File: config.mk
export PLATFORM = sky130hd
export DESIGN_NAME = websocket_masked_frame_encoder_unit
export DESIGN_NICKNAME = d
export VERILOG_FILES = /design/src/rtl/core/wsme_pkg.sv /design/src/rtl/core/wsme_frame_track.sv /design/src/rtl/core/websocket_masked_frame_encoder_unit.sv
export SDC_FILE = /design/constraint.sdc
export NUM_CORES = 1
export LEC_CHECK = 0
export BUFFER_PORTS_ARGS = -buffer_cell sky130_fd_sc_hd__buf_2
export CORE_ASPECT_RATIO = 1.1
export CORE_UTILIZATION = 28
export DETAILED_ROUTE_END_ITERATION = 10
export PLACE_DENSITY = 0.54
export RECOVER_POWER = 50
export SKIP_LAST_GASP = 1
export SLEW_MARGIN = 30
export SYNTH_ARGS = -nofsm -noshare
export SYNTH_HDL_FRONTEND = slang
export SYNTH_HIERARCHICAL = 1
export SYNTH_SLANG_ARGS = --single-unit
File: constraint.sdc
create_clock -name clk -period 4.2 [get_ports clk]
set_input_delay 0.21 -clock clk [delete_from_list [all_inputs] [get_ports clk]]
set_output_delay 0.21 -clock clk [all_outputs]
set_load 0.01 [all_outputs]
File: src/rtl/core/wsme_pkg.sv
`timescale 1ns / 1ps
// ----------------------------------------------------------------------------
// wsme_pkg
// types, constants and helpers shared by the masked frame encoder
// ----------------------------------------------------------------------------
package wsme_pkg;

  localparam logic [7:0]  HDR_TEXT_FIN = 8'h81;
  localparam logic [7:0]  LEN_MASK_BIT = 8'h80;
  localparam logic [7:0]  LEN_EXT16    = 8'hFE;
  localparam logic [15:0] SHORT_LIMIT  = 16'd126;
  localparam logic [31:0] KEY_RESET    = 32'h31EED576;

  typedef struct packed {
    logic [7:0]  payload_byte;
    logic [15:0] frame_length;
  } in_item_t;

  typedef struct packed {
    logic [7:0] out_byte;
    logic       frame_end;
  } out_item_t;

  // per-request framing info from the frame tracker
  typedef struct packed {
    logic        first;
    logic        ext;
    logic [15:0] len;
    logic [1:0]  kpos;
    logic        fend;
  } frame_info_t;

  typedef enum logic [3:0] {
    S_HDR,
    S_LEN0,
    S_LEN1,
    S_LEN2,
    S_KEY0,
    S_KEY1,
    S_KEY2,
    S_KEY3,
    S_DATA
  } step_t;

  // key byte by position, first byte in the top bits
  function automatic logic [7:0] key_byte(input logic [31:0] key, input logic [1:0] pos);
    logic [7:0] b;
    unique case (pos)
      2'd0: b = key[31:24];
      2'd1: b = key[23:16];
      2'd2: b = key[15:8];
      default: b = key[7:0];
    endcase
    return b;
  endfunction

endpackage

File: src/rtl/core/wsme_frame_track.sv
`timescale 1ns / 1ps
// ----------------------------------------------------------------------------
// wsme_frame_track
// tracks bytes left in the frame and the key position per payload byte
// ----------------------------------------------------------------------------
module wsme_frame_track import wsme_pkg::*; (
  input  logic        clk,
  input  logic        rst,
  input  logic        accept,
  input  logic [15:0] frame_length,
  output frame_info_t info
);

  logic [15:0] bytes_remaining;
  logic [15:0] bytes_remaining_next;
  logic [1:0]  key_position;
  logic [1:0]  key_position_next;
  logic [15:0] eff_len;

  always_comb begin
    eff_len = (frame_length == 16'd0) ? 16'd1 : frame_length;
    info.len = eff_len;
    info.ext = (eff_len >= SHORT_LIMIT);
    if (bytes_remaining == 16'd0) begin
      info.first = 1'b1;
      info.kpos  = 2'd0;
      info.fend  = (eff_len == 16'd1);
      bytes_remaining_next = eff_len - 16'd1;
      key_position_next    = 2'd1;
    end else begin
      info.first = 1'b0;
      info.kpos  = key_position;
      info.fend  = (bytes_remaining == 16'd1);
      bytes_remaining_next = bytes_remaining - 16'd1;
      key_position_next    = key_position + 2'd1;
    end
  end

  always_ff @(posedge clk) begin
    if (rst) begin
      bytes_remaining <= 16'd0;
      key_position    <= 2'd0;
    end else if (accept) begin
      bytes_remaining <= bytes_remaining_next;
      key_position    <= key_position_next;
    end
  end

endmodule

File: src/rtl/core/websocket_masked_frame_encoder_unit.sv
`timescale 1ns / 1ps
// ----------------------------------------------------------------------------
// websocket_masked_frame_encoder_unit
// client text frame encoder: header, mask key and masked payload bytes
// ----------------------------------------------------------------------------
// Takes one payload byte per request and sends out one byte per cycle while
// result_stall is low. A byte inside a frame makes one output byte. The
// first byte of a frame (bytes remaining zero) also produces the header
// 0x81, the length byte or 0xFE plus a 16-bit big-endian length, and the
// four key bytes, so it makes 7 output bytes for lengths below 126 and 9
// otherwise. A request is held in one input register while its bytes step
// into the result register, and the next request is taken in the same
// cycle its last byte moves out. The key register is read live as bytes
// are built; write it only while the block is idle. A zero frame length is
// taken as one.
module websocket_masked_frame_encoder_unit import wsme_pkg::*; (
  input  logic        clk,
  input  logic        rst,
  input  logic        item_valid,
  output logic        item_stall,
  input  in_item_t    item,
  output logic        result_valid,
  input  logic        result_stall,
  output out_item_t   result,
  input  logic        key_we,
  input  logic [31:0] key_data
);

  // mask key register
  logic [31:0] key_reg;

  // held request
  logic        hold_valid;
  logic [7:0]  hold_data;
  frame_info_t hold_info;
  step_t       step;
  step_t       step_next;

  // framing info from tracker
  frame_info_t info;

  logic      accept;
  logic      load;
  logic      last;
  out_item_t sel;

  always_ff @(posedge clk) begin
    if (rst) begin
      key_reg <= KEY_RESET;
    end else if (key_we) begin
      key_reg <= key_data;
    end
  end

  // result register free or emptying this cycle
  assign load       = hold_valid && (!result_valid || !result_stall);
  assign last       = (step == S_DATA);
  assign item_stall = hold_valid && !(load && last);
  assign accept     = item_valid && !item_stall;

  wsme_frame_track u_track (
    .clk          (clk),
    .rst          (rst),
    .accept       (accept),
    .frame_length (item.frame_length),
    .info         (info)
  );

  // next byte step of the held request
  always_comb begin
    unique case (step)
      S_HDR:   step_next = S_LEN0;
      S_LEN0:  step_next = hold_info.ext ? S_LEN1 : S_KEY0;
      S_LEN1:  step_next = S_LEN2;
      S_LEN2:  step_next = S_KEY0;
      S_KEY0:  step_next = S_KEY1;
      S_KEY1:  step_next = S_KEY2;
      S_KEY2:  step_next = S_KEY3;
      S_KEY3:  step_next = S_DATA;
      S_DATA:  step_next = S_DATA;
      default: step_next = S_DATA;
    endcase
  end

  // byte for the current step
  always_comb begin
    sel.frame_end = 1'b0;
    unique case (step)
      S_HDR:  sel.out_byte = HDR_TEXT_FIN;
      S_LEN0: sel.out_byte = hold_info.ext ? LEN_EXT16
                                           : (LEN_MASK_BIT | {1'b0, hold_info.len[6:0]});
      S_LEN1: sel.out_byte = hold_info.len[15:8];
      S_LEN2: sel.out_byte = hold_info.len[7:0];
      S_KEY0: sel.out_byte = key_byte(key_reg, 2'd0);
      S_KEY1: sel.out_byte = key_byte(key_reg, 2'd1);
      S_KEY2: sel.out_byte = key_byte(key_reg, 2'd2);
      S_KEY3: sel.out_byte = key_byte(key_reg, 2'd3);
      S_DATA: begin
        sel.out_byte  = hold_data ^ key_byte(key_reg, hold_info.kpos);
        sel.frame_end = hold_info.fend;
      end
      default: sel.out_byte = hold_data;
    endcase
  end

  // input register and step sequencer
  always_ff @(posedge clk) begin
    if (rst) begin
      hold_valid <= 1'b0;
      step       <= S_DATA;
    end else if (accept) begin
      hold_valid <= 1'b1;
      step       <= info.first ? S_HDR : S_DATA;
    end else if (load) begin
      if (last) begin
        hold_valid <= 1'b0;
      end
      step <= step_next;
    end
  end

  always_ff @(posedge clk) begin
    if (accept) begin
      hold_data <= item.payload_byte;
      hold_info <= info;
    end
  end

  // result register
  always_ff @(posedge clk) begin
    if (rst) begin
      result_valid <= 1'b0;
    end else if (load) begin
      result_valid <= 1'b1;
    end else if (!result_stall) begin
      result_valid <= 1'b0;
    end
  end

  always_ff @(posedge clk) begin
    if (load) begin
      result <= sel;
    end
  end

endmodule

# Word-level counts from Yosys, hierarchy flattened
# Index checks and enable logic that the tools add are counted.
dict set report totals {
  inputBits 61
  elab_cells 66
  out_inout_bits 11
  regBits 93
}
dict set report op_classes {
  eq_ne 13
  n_bitwise 1
  n_reduce_logical 16
  addsub 3
  mux 19
  n_lt_le_gt_ge 1
}
# operator count
set op_table {}
lappend op_table {{8-bit case mux with 9 select lines} 1}
lappend op_table {{16-bit by 1-bit == test with 1-bit output (second input constant)} 2}
lappend op_table {{16-bit zero test} 2}
lappend op_table {{16-bit 2-to-1 mux} 2}
lappend op_table {{16-bit by 1-bit subtractor with 16-bit output (second input constant)} 2}
lappend op_table {{4-bit case mux with 7 select lines} 1}
lappend op_table {{8-bit case mux with 3 select lines} 1}
lappend op_table {{4-bit by 3-bit == test with 1-bit output (second input constant)} 4}
lappend op_table {{16-bit by 7-bit greater-or-equal comparator with 1-bit output (second input constant)} 1}
lappend op_table {{4-bit 2-to-1 mux} 3}
lappend op_table {{4-bit by 2-bit == test with 1-bit output (second input constant)} 2}
lappend op_table {{8-bit 2-to-1 mux} 1}
lappend op_table {{8-bit XOR} 1}
lappend op_table {{1-bit 2-to-1 mux} 7}
lappend op_table {{7-bit 2-to-1 mux} 1}
lappend op_table {{4-bit by 1-bit == test with 1-bit output (second input constant)} 1}
lappend op_table {{4-bit == test (second input constant)} 1}
lappend op_table {{1-bit logical AND} 4}
lappend op_table {{1-bit zero test} 4}
lappend op_table {{4-bit zero test} 1}
lappend op_table {{2-bit nonzero test} 2}
lappend op_table {{3-bit 2-to-1 mux} 1}
lappend op_table {{2-bit by 1-bit adder with 2-bit output (second input constant)} 1}
lappend op_table {{2-bit by 1-bit == test with 1-bit output (second input constant)} 1}
lappend op_table {{other kinds (6)} 6}

# Longest topological paths before layout
# Gate-level depths: netlist of the first run.
dict set report depth {
  ltp_word 10
  depth_mapped 10
  depth_no_buf 9
}

# By module
# Netlist of the first run, hierarchy kept.
# mod seq_area_each_um2 n_inst area_per_inst_um2 cells_each
set modules_own_cells {}
lappend modules_own_cells {websocket_masked_frame_encoder_unit 1871.8 1 3482.1 311}
lappend modules_own_cells {wsme_frame_track 360.3 1 1490.2 200}

# Least setup slack after synthesis of the first run
# Ideal clock, no wire load.
dict set report synth_timing {
  path_kind {register -> register}
  from {register step[0]}
  to {register u_track.bytes_remaining[14]}
  arrival_ps 2580
  required_ps 4114
  period_less_slack_ps 2666
  path_stages_with_launch 10
  setup_time_ps 86
  n_path_buf 1
  setup_slack_ps 1534
  path_cell_list {dfxtp_1 nor4b_4 a21oi_2 nor2b_4 buf_2 and2_1 nand3_1 nor4_1 xnor2_1 a211oi_1}
}
dict set report synth_between {
  elab_chain_len 6
}
# element line
set synth_lines {}
lappend synth_lines {{from (decl)} websocket_masked_frame_encoder_unit.sv:36} ;# step_t step;
lappend synth_lines {{from (signal assigned)} websocket_masked_frame_encoder_unit.sv:113} ;# step <= info.first ? S_HDR : S_DATA;
lappend synth_lines {{from (signal assigned)} websocket_masked_frame_encoder_unit.sv:118} ;# step <= step_next;
lappend synth_lines {{4-bit == test} websocket_masked_frame_encoder_unit.sv:57} ;# assign last = (step == S_DATA);
lappend synth_lines {{1-bit logical AND} websocket_masked_frame_encoder_unit.sv:58} ;# assign item_stall = hold_valid && !(load && last);
lappend synth_lines {{1-bit zero test} websocket_masked_frame_encoder_unit.sv:58}
lappend synth_lines {{1-bit logical AND} websocket_masked_frame_encoder_unit.sv:58}
lappend synth_lines {{net item_stall} websocket_masked_frame_encoder_unit.sv:20} ;# output logic item_stall,
lappend synth_lines {{1-bit zero test} websocket_masked_frame_encoder_unit.sv:59} ;# assign accept = item_valid && !item_stall;
lappend synth_lines {{1-bit logical AND} websocket_masked_frame_encoder_unit.sv:59}
lappend synth_lines {{net accept} websocket_masked_frame_encoder_unit.sv:42} ;# logic accept;
lappend synth_lines {{to (signal assigned)} wsme_frame_track.sv:44} ;# bytes_remaining <= bytes_remaining_next;
lappend synth_lines {{to (decl)} wsme_frame_track.sv:14} ;# logic [15:0] bytes_remaining;
# The timed path passes the listed nets, and every way through them passes these cells.
# A chain may end at the register's enable or synchronous reset.

# Worst setup path after layout of the first run
dict set report layout_timing {
  from {register step[3]}
  to {register u_track.bytes_remaining[14]}
}
dict set report layout_between {
  elab_chain_len 6
}
# element line
set layout_lines {}
lappend layout_lines {{4-bit == test} websocket_masked_frame_encoder_unit.sv:57}
lappend layout_lines {{1-bit logical AND} websocket_masked_frame_encoder_unit.sv:58}
lappend layout_lines {{1-bit zero test} websocket_masked_frame_encoder_unit.sv:58}
lappend layout_lines {{1-bit logical AND} websocket_masked_frame_encoder_unit.sv:58}
lappend layout_lines {{1-bit zero test} websocket_masked_frame_encoder_unit.sv:59}
lappend layout_lines {{1-bit logical AND} websocket_masked_frame_encoder_unit.sv:59}
lappend layout_lines {{net accept} websocket_masked_frame_encoder_unit.sv:42}
# The timed path passes the listed nets, and every way through them passes these cells.

==> impl_metrics.env, run 1 <==
export IMPL_ctsHoldBuffers=0
export IMPL_numCtsBuffers=9
export IMPL_top_level_ports=72
export IMPL_rsz0062_at_grt="false"
export IMPL_powerDensity_nw_per_um2=529
export IMPL_syn_avg_cell_area_sq_um=9.73
export IMPL_worst_ep_arrival_time_ns=3.23
export IMPL_hold_path_class="in2reg"
export IMPL_combPwrFrac_pct=29.4
export IMPL_rr_endpoint="u_track/bytes_remaining[14]"
export IMPL_cp_max_fo=29
export IMPL_wl_um=13500
export IMPL_yosysMostFrequentCell="dfxtp_1"
export IMPL_gp_congestion=0.940
export IMPL_cts_root_buf="clkbuf_16"
export IMPL_syn_area_sq_um=4970
export IMPL_grt_pass1_vias=3904
export IMPL_hp_start="item[22]"
export IMPL_met1_length_um=5740
export IMPL_die_area_sq_um=18300
export IMPL_start_kind="flip-flop"
export IMPL_h_tree_depth=3
export IMPL_synthArstFlopShare_pct=0
export IMPL_dp_slack_ns=1.18
export IMPL_fin_area_sq_um=5740
export IMPL_critPathBufInv=0
export IMPL_drt_initial_drc_count=315
export IMPL_setup_ws_ns=1.11
export IMPL_hold_viol=0
export IMPL_whs_path_depth=1
export IMPL_diodes=0
export IMPL_wl_per_cell_um=17.1
export IMPL_dr_wl_met2_um=6820
export IMPL_vias_per_cell=5.06
export IMPL_drive_gt1_share_pct=14.7
export IMPL_netSwitchingFraction_pct=33.0
export IMPL_ctsResizeCount=0
export IMPL_synth_seq_cells=93
export IMPL_ys_warn_count=6
export IMPL_status="finished, violations left"
export IMPL_path_clk_slew_ns=0.06
export IMPL_cap_violations=1
export IMPL_slowest_delay_ns=0.91
export IMPL_fillers=1755
export IMPL_p_sw_mw=1.00
export IMPL_seqPwrFrac_pct=40.2
export IMPL_grt_usage_pct=15.4
export IMPL_grt_start_max_net_pins=41
export IMPL_ant_nets=0
export IMPL_gr_total_overflow=0
export IMPL_synth_edf_count=37
export IMPL_wl_met3_um=660
export IMPL_clock_latency_ns=0.35
export IMPL_crit_slowest_cell="dfxtp_1"
export IMPL_final_util_pct=33.4
export IMPL_synth_top_area_share_pct=22.5
export IMPL_cts_setup_buffers=0
export IMPL_numPortBuffers=71
export IMPL_setup_tns_ns=0
export IMPL_ir_drop_uv=267
export IMPL_clock_skew_ns=0.00824
export IMPL_synthCells=511
export IMPL_core_area_sq_um=17200
export IMPL_rr_worst_depth=8
export IMPL_clkPwrFrac_pct=30.5
export IMPL_die_h_um=142
export IMPL_path_depth=8
export IMPL_rr_startpoint="step[3]"
export IMPL_synth_nets=577
export IMPL_power_leakage_nw=2.14
export IMPL_core_rowCount=50
export IMPL_largest_reg_flops=32
export IMPL_cp_required_ns=4.34
export IMPL_clock_sinks=93
export IMPL_finalNonFillerCells=790
export IMPL_synth_area_leader_cell="dfxtp_1"
export IMPL_grt_pass1_wl_um=21100
export IMPL_die_w_um=129
export IMPL_max_freq_mhz=324
export IMPL_ys_types=66
export IMPL_rrSetupSlack_ns=1.11
export IMPL_placed_cells=774
export IMPL_cp_endpoint="u_track/bytes_remaining[14]"
export IMPL_critPathLaunch="step[3]"
export IMPL_report_final_slew_viol_count=38
export IMPL_vias=3999
export IMPL_nNetsFinal=617
export IMPL_p_total_mw=3.04
export IMPL_route_detailed_drc=0
export IMPL_cp_top_family="simple AND/OR/NAND/NOR gates"
export IMPL_synthFlopType="dfxtp_1"
export IMPL_antenna_found_initial=0
export IMPL_path_class="reg2reg"
export IMPL_dp_hpwl_um=10100
export IMPL_syn_to_final_growth_pct=15.5
export IMPL_violations="capacitance limit, slew limit"
export IMPL_min_period_ns=3.09
export IMPL_synth_area_leaders="dfxtp_1, edfxtp_1, mux2i_1, mux4_2, nand2_1"
export IMPL_cp_cell_sequence="nor4b_4 > a21oi_2 > nor2b_4 > and2_1 > nand3_1 > nor4_1 > xnor2_1 > a211oi_1"
export IMPL_ys_seq_area_share_pct=44.9
export IMPL_synth_common_cells="dfxtp_1, nand2_1, nor2_1"
export IMPL_relSlewSlack_pct=-27.8
export IMPL_worst_slew_pin_slew_ns=1.92
export IMPL_hold_slack_ns=0.0377
export IMPL_cp_end_kind="flip-flop"
export IMPL_placed_area_sq_um=5440
export IMPL_clk_path_buf_depth=2
export IMPL_start_util_pct=28.9
export IMPL_finalCritPeriodShare_pct=73.6
export IMPL_first_pass_iters=5
export IMPL_setup_violations=0
export IMPL_internal_power_mw=2.03
export IMPL_cts_tree="yes"
export IMPL_highest_layer="met4"
layout make-up:
type	instances	area [sq um]	area share, %
Timing Repair Buffer	72	328	5.71
Multi-Input combinational cell	359	2490	43.3
Clock inverter	5	108	1.87
Sequential cell	93	2230	38.9
Tap cell	234	293	5.10
Clock buffer	11	233	4.05
Inverter	16	60.1	1.05
power groups by stage:
stage	Combinational [mW]	Clock [mW]	Sequential, mW
6_report	0.892	0.925	1.22
4_1_cts	0.895	0.952	1.22
3_3_place_gp	0.878	0	1.23
3_5_place_dp	0.890	0	1.24
5_1_grt	0.981	0.996	1.24
2_1_floorplan	0.703	0	1.17
routing by layer:
layer | global-route usage [%] | vias to the layer above
li1 | - | 1960
met1 | 18.3 | 1899
met2 | 26.6 | 124
met3 | 4.15 | 16
met4 | 5.39 | 0
met5 | 0 | -
logic make-up (layout without fill, tap and decap cells):
logic type               count (synthesis)  after routing  share of synthesized area (%)
AND/OR/NAND/NOR                        175            175                           18.7
multiplexers                            51             51                           12.4
flip-flops                              93             93                           44.9
buffers and inverters                   59            104                           4.91
AO/OA/AOI/OAI                          115            115                           15.5
XOR/XNOR                                13             13                           2.29
adder cells (fa/ha/maj)                  5              5                           1.26
cell usage in the layout (no fill, tap or decap), types with 6 or more instances in the layout:
cell | synthesis | routed
nand3_1 | 7 | 7
nand4_1 | 8 | 8
clkbuf_16 | 0 | 9
nor2_1 | 45 | 45
clkbuf_1 | 32 | 30
inv_1 | 15 | 15
mux2i_1 | 37 | 37
dfxtp_1 | 56 | 55
edfxtp_1 | 37 | 37
a211oi_1 | 7 | 7
xor2_1 | 7 | 7
o211ai_1 | 9 | 9
nand2_1 | 48 | 48
o21ai_0 | 21 | 21
buf_2 | 6 | 43
and3_1 | 6 | 6
nor3_1 | 14 | 14
a21oi_1 | 25 | 25
mux4_2 | 8 | 8
a31oi_1 | 10 | 10
mux2_2 | 6 | 6
xnor2_1 | 6 | 6
nand2b_1 | 7 | 7
worst min path at each step:
| stage | end |
|---|---|
| 2_1_floorplan | hold_data[0] |
| 3_3_place_gp | hold_data[1] |
| 3_5_place_dp | hold_data[1] |
| 4_1_cts | hold_data[1] |
| 5_1_grt | hold_data[6] |
| 6_report | hold_data[6] |
Note: power is estimated with default switching activity, not from simulation.
==> inputs of run 2 (changes only) <==
clock period = 3.21 ns   (was 4.2 ns; I/O delays follow)
==> impl_metrics.env, run 2 (synthesis gave the netlist of run 1 again) <==
export IMPL_clock_latency_ns=0.35
export IMPL_grt_pass1_wl_um=21400
export IMPL_setup_violations=0
export IMPL_path_clk_slew_ns=0.07
export IMPL_grt_start_max_net_pins=34
export IMPL_top_level_ports=72
export IMPL_dp_hpwl_um=10400
export IMPL_rsz0062_at_grt="false"
export IMPL_nNetsFinal=634
export IMPL_cts_setup_buffers=0
export IMPL_max_freq_mhz=399
export IMPL_route_detailed_drc=0
export IMPL_drive_gt1_share_pct=15.9
export IMPL_clock_sinks=93
export IMPL_cts_root_buf="clkbuf_16"
export IMPL_die_area_sq_um=18300
export IMPL_report_final_slew_viol_count=34
export IMPL_syn_to_final_growth_pct=17.4
export IMPL_h_tree_depth=3
export IMPL_vias_per_cell=5.04
export IMPL_ir_drop_uv=303
export IMPL_clock_skew_ns=0.00713
export IMPL_hold_viol=0
export IMPL_hold_slack_ns=0.0281
export IMPL_die_h_um=142
export IMPL_min_period_ns=2.50
export IMPL_cts_tree="yes"
export IMPL_powerDensity_nw_per_um2=653
export IMPL_die_w_um=129
export IMPL_grt_pass1_vias=4046
export IMPL_path_class="in2reg"
export IMPL_cp_max_fo=8
export IMPL_dp_slack_ns=0.547
export IMPL_grt_usage_pct=15.6
export IMPL_hold_path_class="in2reg"
export IMPL_setup_tns_ns=0
export IMPL_vias=4069
export IMPL_mostFrequentLayoutCells="dfxtp_1, nand2_1, nor2_1"
export IMPL_cap_violations=1
export IMPL_final_common_cell="dfxtp_1"
export IMPL_power_leakage_nw=2.19
export IMPL_ant_nets=0
export IMPL_wl_um=13700
export IMPL_start_kind="input port"
export IMPL_cp_end_kind="flip-flop"
export IMPL_worst_ep_arrival_time_ns=2.77
export IMPL_wl_per_cell_um=17.0
export IMPL_diodes=0
export IMPL_start_util_pct=28.9
export IMPL_cp_required_ns=3.48
export IMPL_violations="capacitance limit, slew limit"
export IMPL_drt_initial_drc_count=355
export IMPL_worst_slew_pin_slew_ns=2.20
export IMPL_core_area_sq_um=17200
export IMPL_first_pass_iters=5
export IMPL_gr_total_overflow=0
export IMPL_core_rowCount=50
export IMPL_clk_path_buf_depth=2
export IMPL_numPortBuffers=71
export IMPL_antenna_found_initial=0
export IMPL_relSlewSlack_pct=-46.8
export IMPL_status="finished, violations left"
export IMPL_setup_ws_ns=0.706
export IMPL_gp_congestion=0.863
export IMPL_fillers=1804
export IMPL_largest_reg_flops=32
export IMPL_numCtsBuffers=9
export IMPL_finalCritPeriodShare_pct=78.0
## run 2: cell types whose count changed in the layout (fill, tap and decap cells not counted), sizes merged
cell and delta:
bufinv -3, dlygate4sd3 +8, buf +7, clkbuf +2, clkinv +3
## run 2: cell type report
class,instances,area [sq um],area share (%)
flip-flops and latches,93,2230,38.2
repair buffers,89,468,8.01
multi-input cells,359,2500,42.7
clock buffers,11,258,4.41
well taps,234,293,5.01
inverters,16,60.1,1.03
clock inverters,5,32.5,0.557
## run 2: through the flow
stage	cells	area [sq um]	util, %	total power, mW
6_report	807	5840	33.9	3.81
5_1_grt	807	5840	33.9	4.03
4_1_cts	807	5880	34.2	3.83
3_5_place_dp	783	5510	32.0	2.78
3_3_place_gp	783	5510	32.0	2.77
2_1_floorplan	511	4970	-	2.46
## run 2: layer usage
metal / share of wire [%] / global-route usage (%)
met5: 0 / 0
met4: 1.9 / 5.82
met3: 5.4 / 3.77
met2: 50 / 26.6
met1: 43 / 19.0
## run 2: worst paths after layout
| kind | slack (ns) | to | from | depth (start not counted) |
|---|---|---|---|---|
| worst max-delay path | 0.71 | u_track/bytes_remaining[10] | item[4] | 10 |
| worst min-delay path | 0.03 | key_reg[12] | key_data[12] | 3 |
| worst max register to register | 0.87 | u_track/bytes_remaining[5] | step[0] | 8 |
| worst min register to register | 0.50 | u_track/bytes_remaining[6] | u_track/bytes_remaining[6] | 2 |
## run 2: critical path: stages
cell	delay [ns]
clkbuf_1	0.28
nor4_2	0.15
nor3b_2	0.22
a31oi_1	0.37
ha_1	0.26
nor3b_1	0.67
nand3_1	0.18
xor2_1	0.18
a21o_1	0.18
a21oi_1	0.13
## run 2: where the power goes
part / total, mW / internal (mW) / switching [mW]
sequential: 1.57 / 1.41 / 0.162
clock: 1.04 / 0.581 / 0.457
combinational: 1.20 / 0.502 / 0.700
total: 3.81 / 2.49 / 1.32
## run 2: repair_timing
item / CTS / global route
resized for setup: 0 / 0
hold buffers: 8 / 0
endpoints found under the hold margin: 8 / 0
setup endpoints to repair: 0 / 0
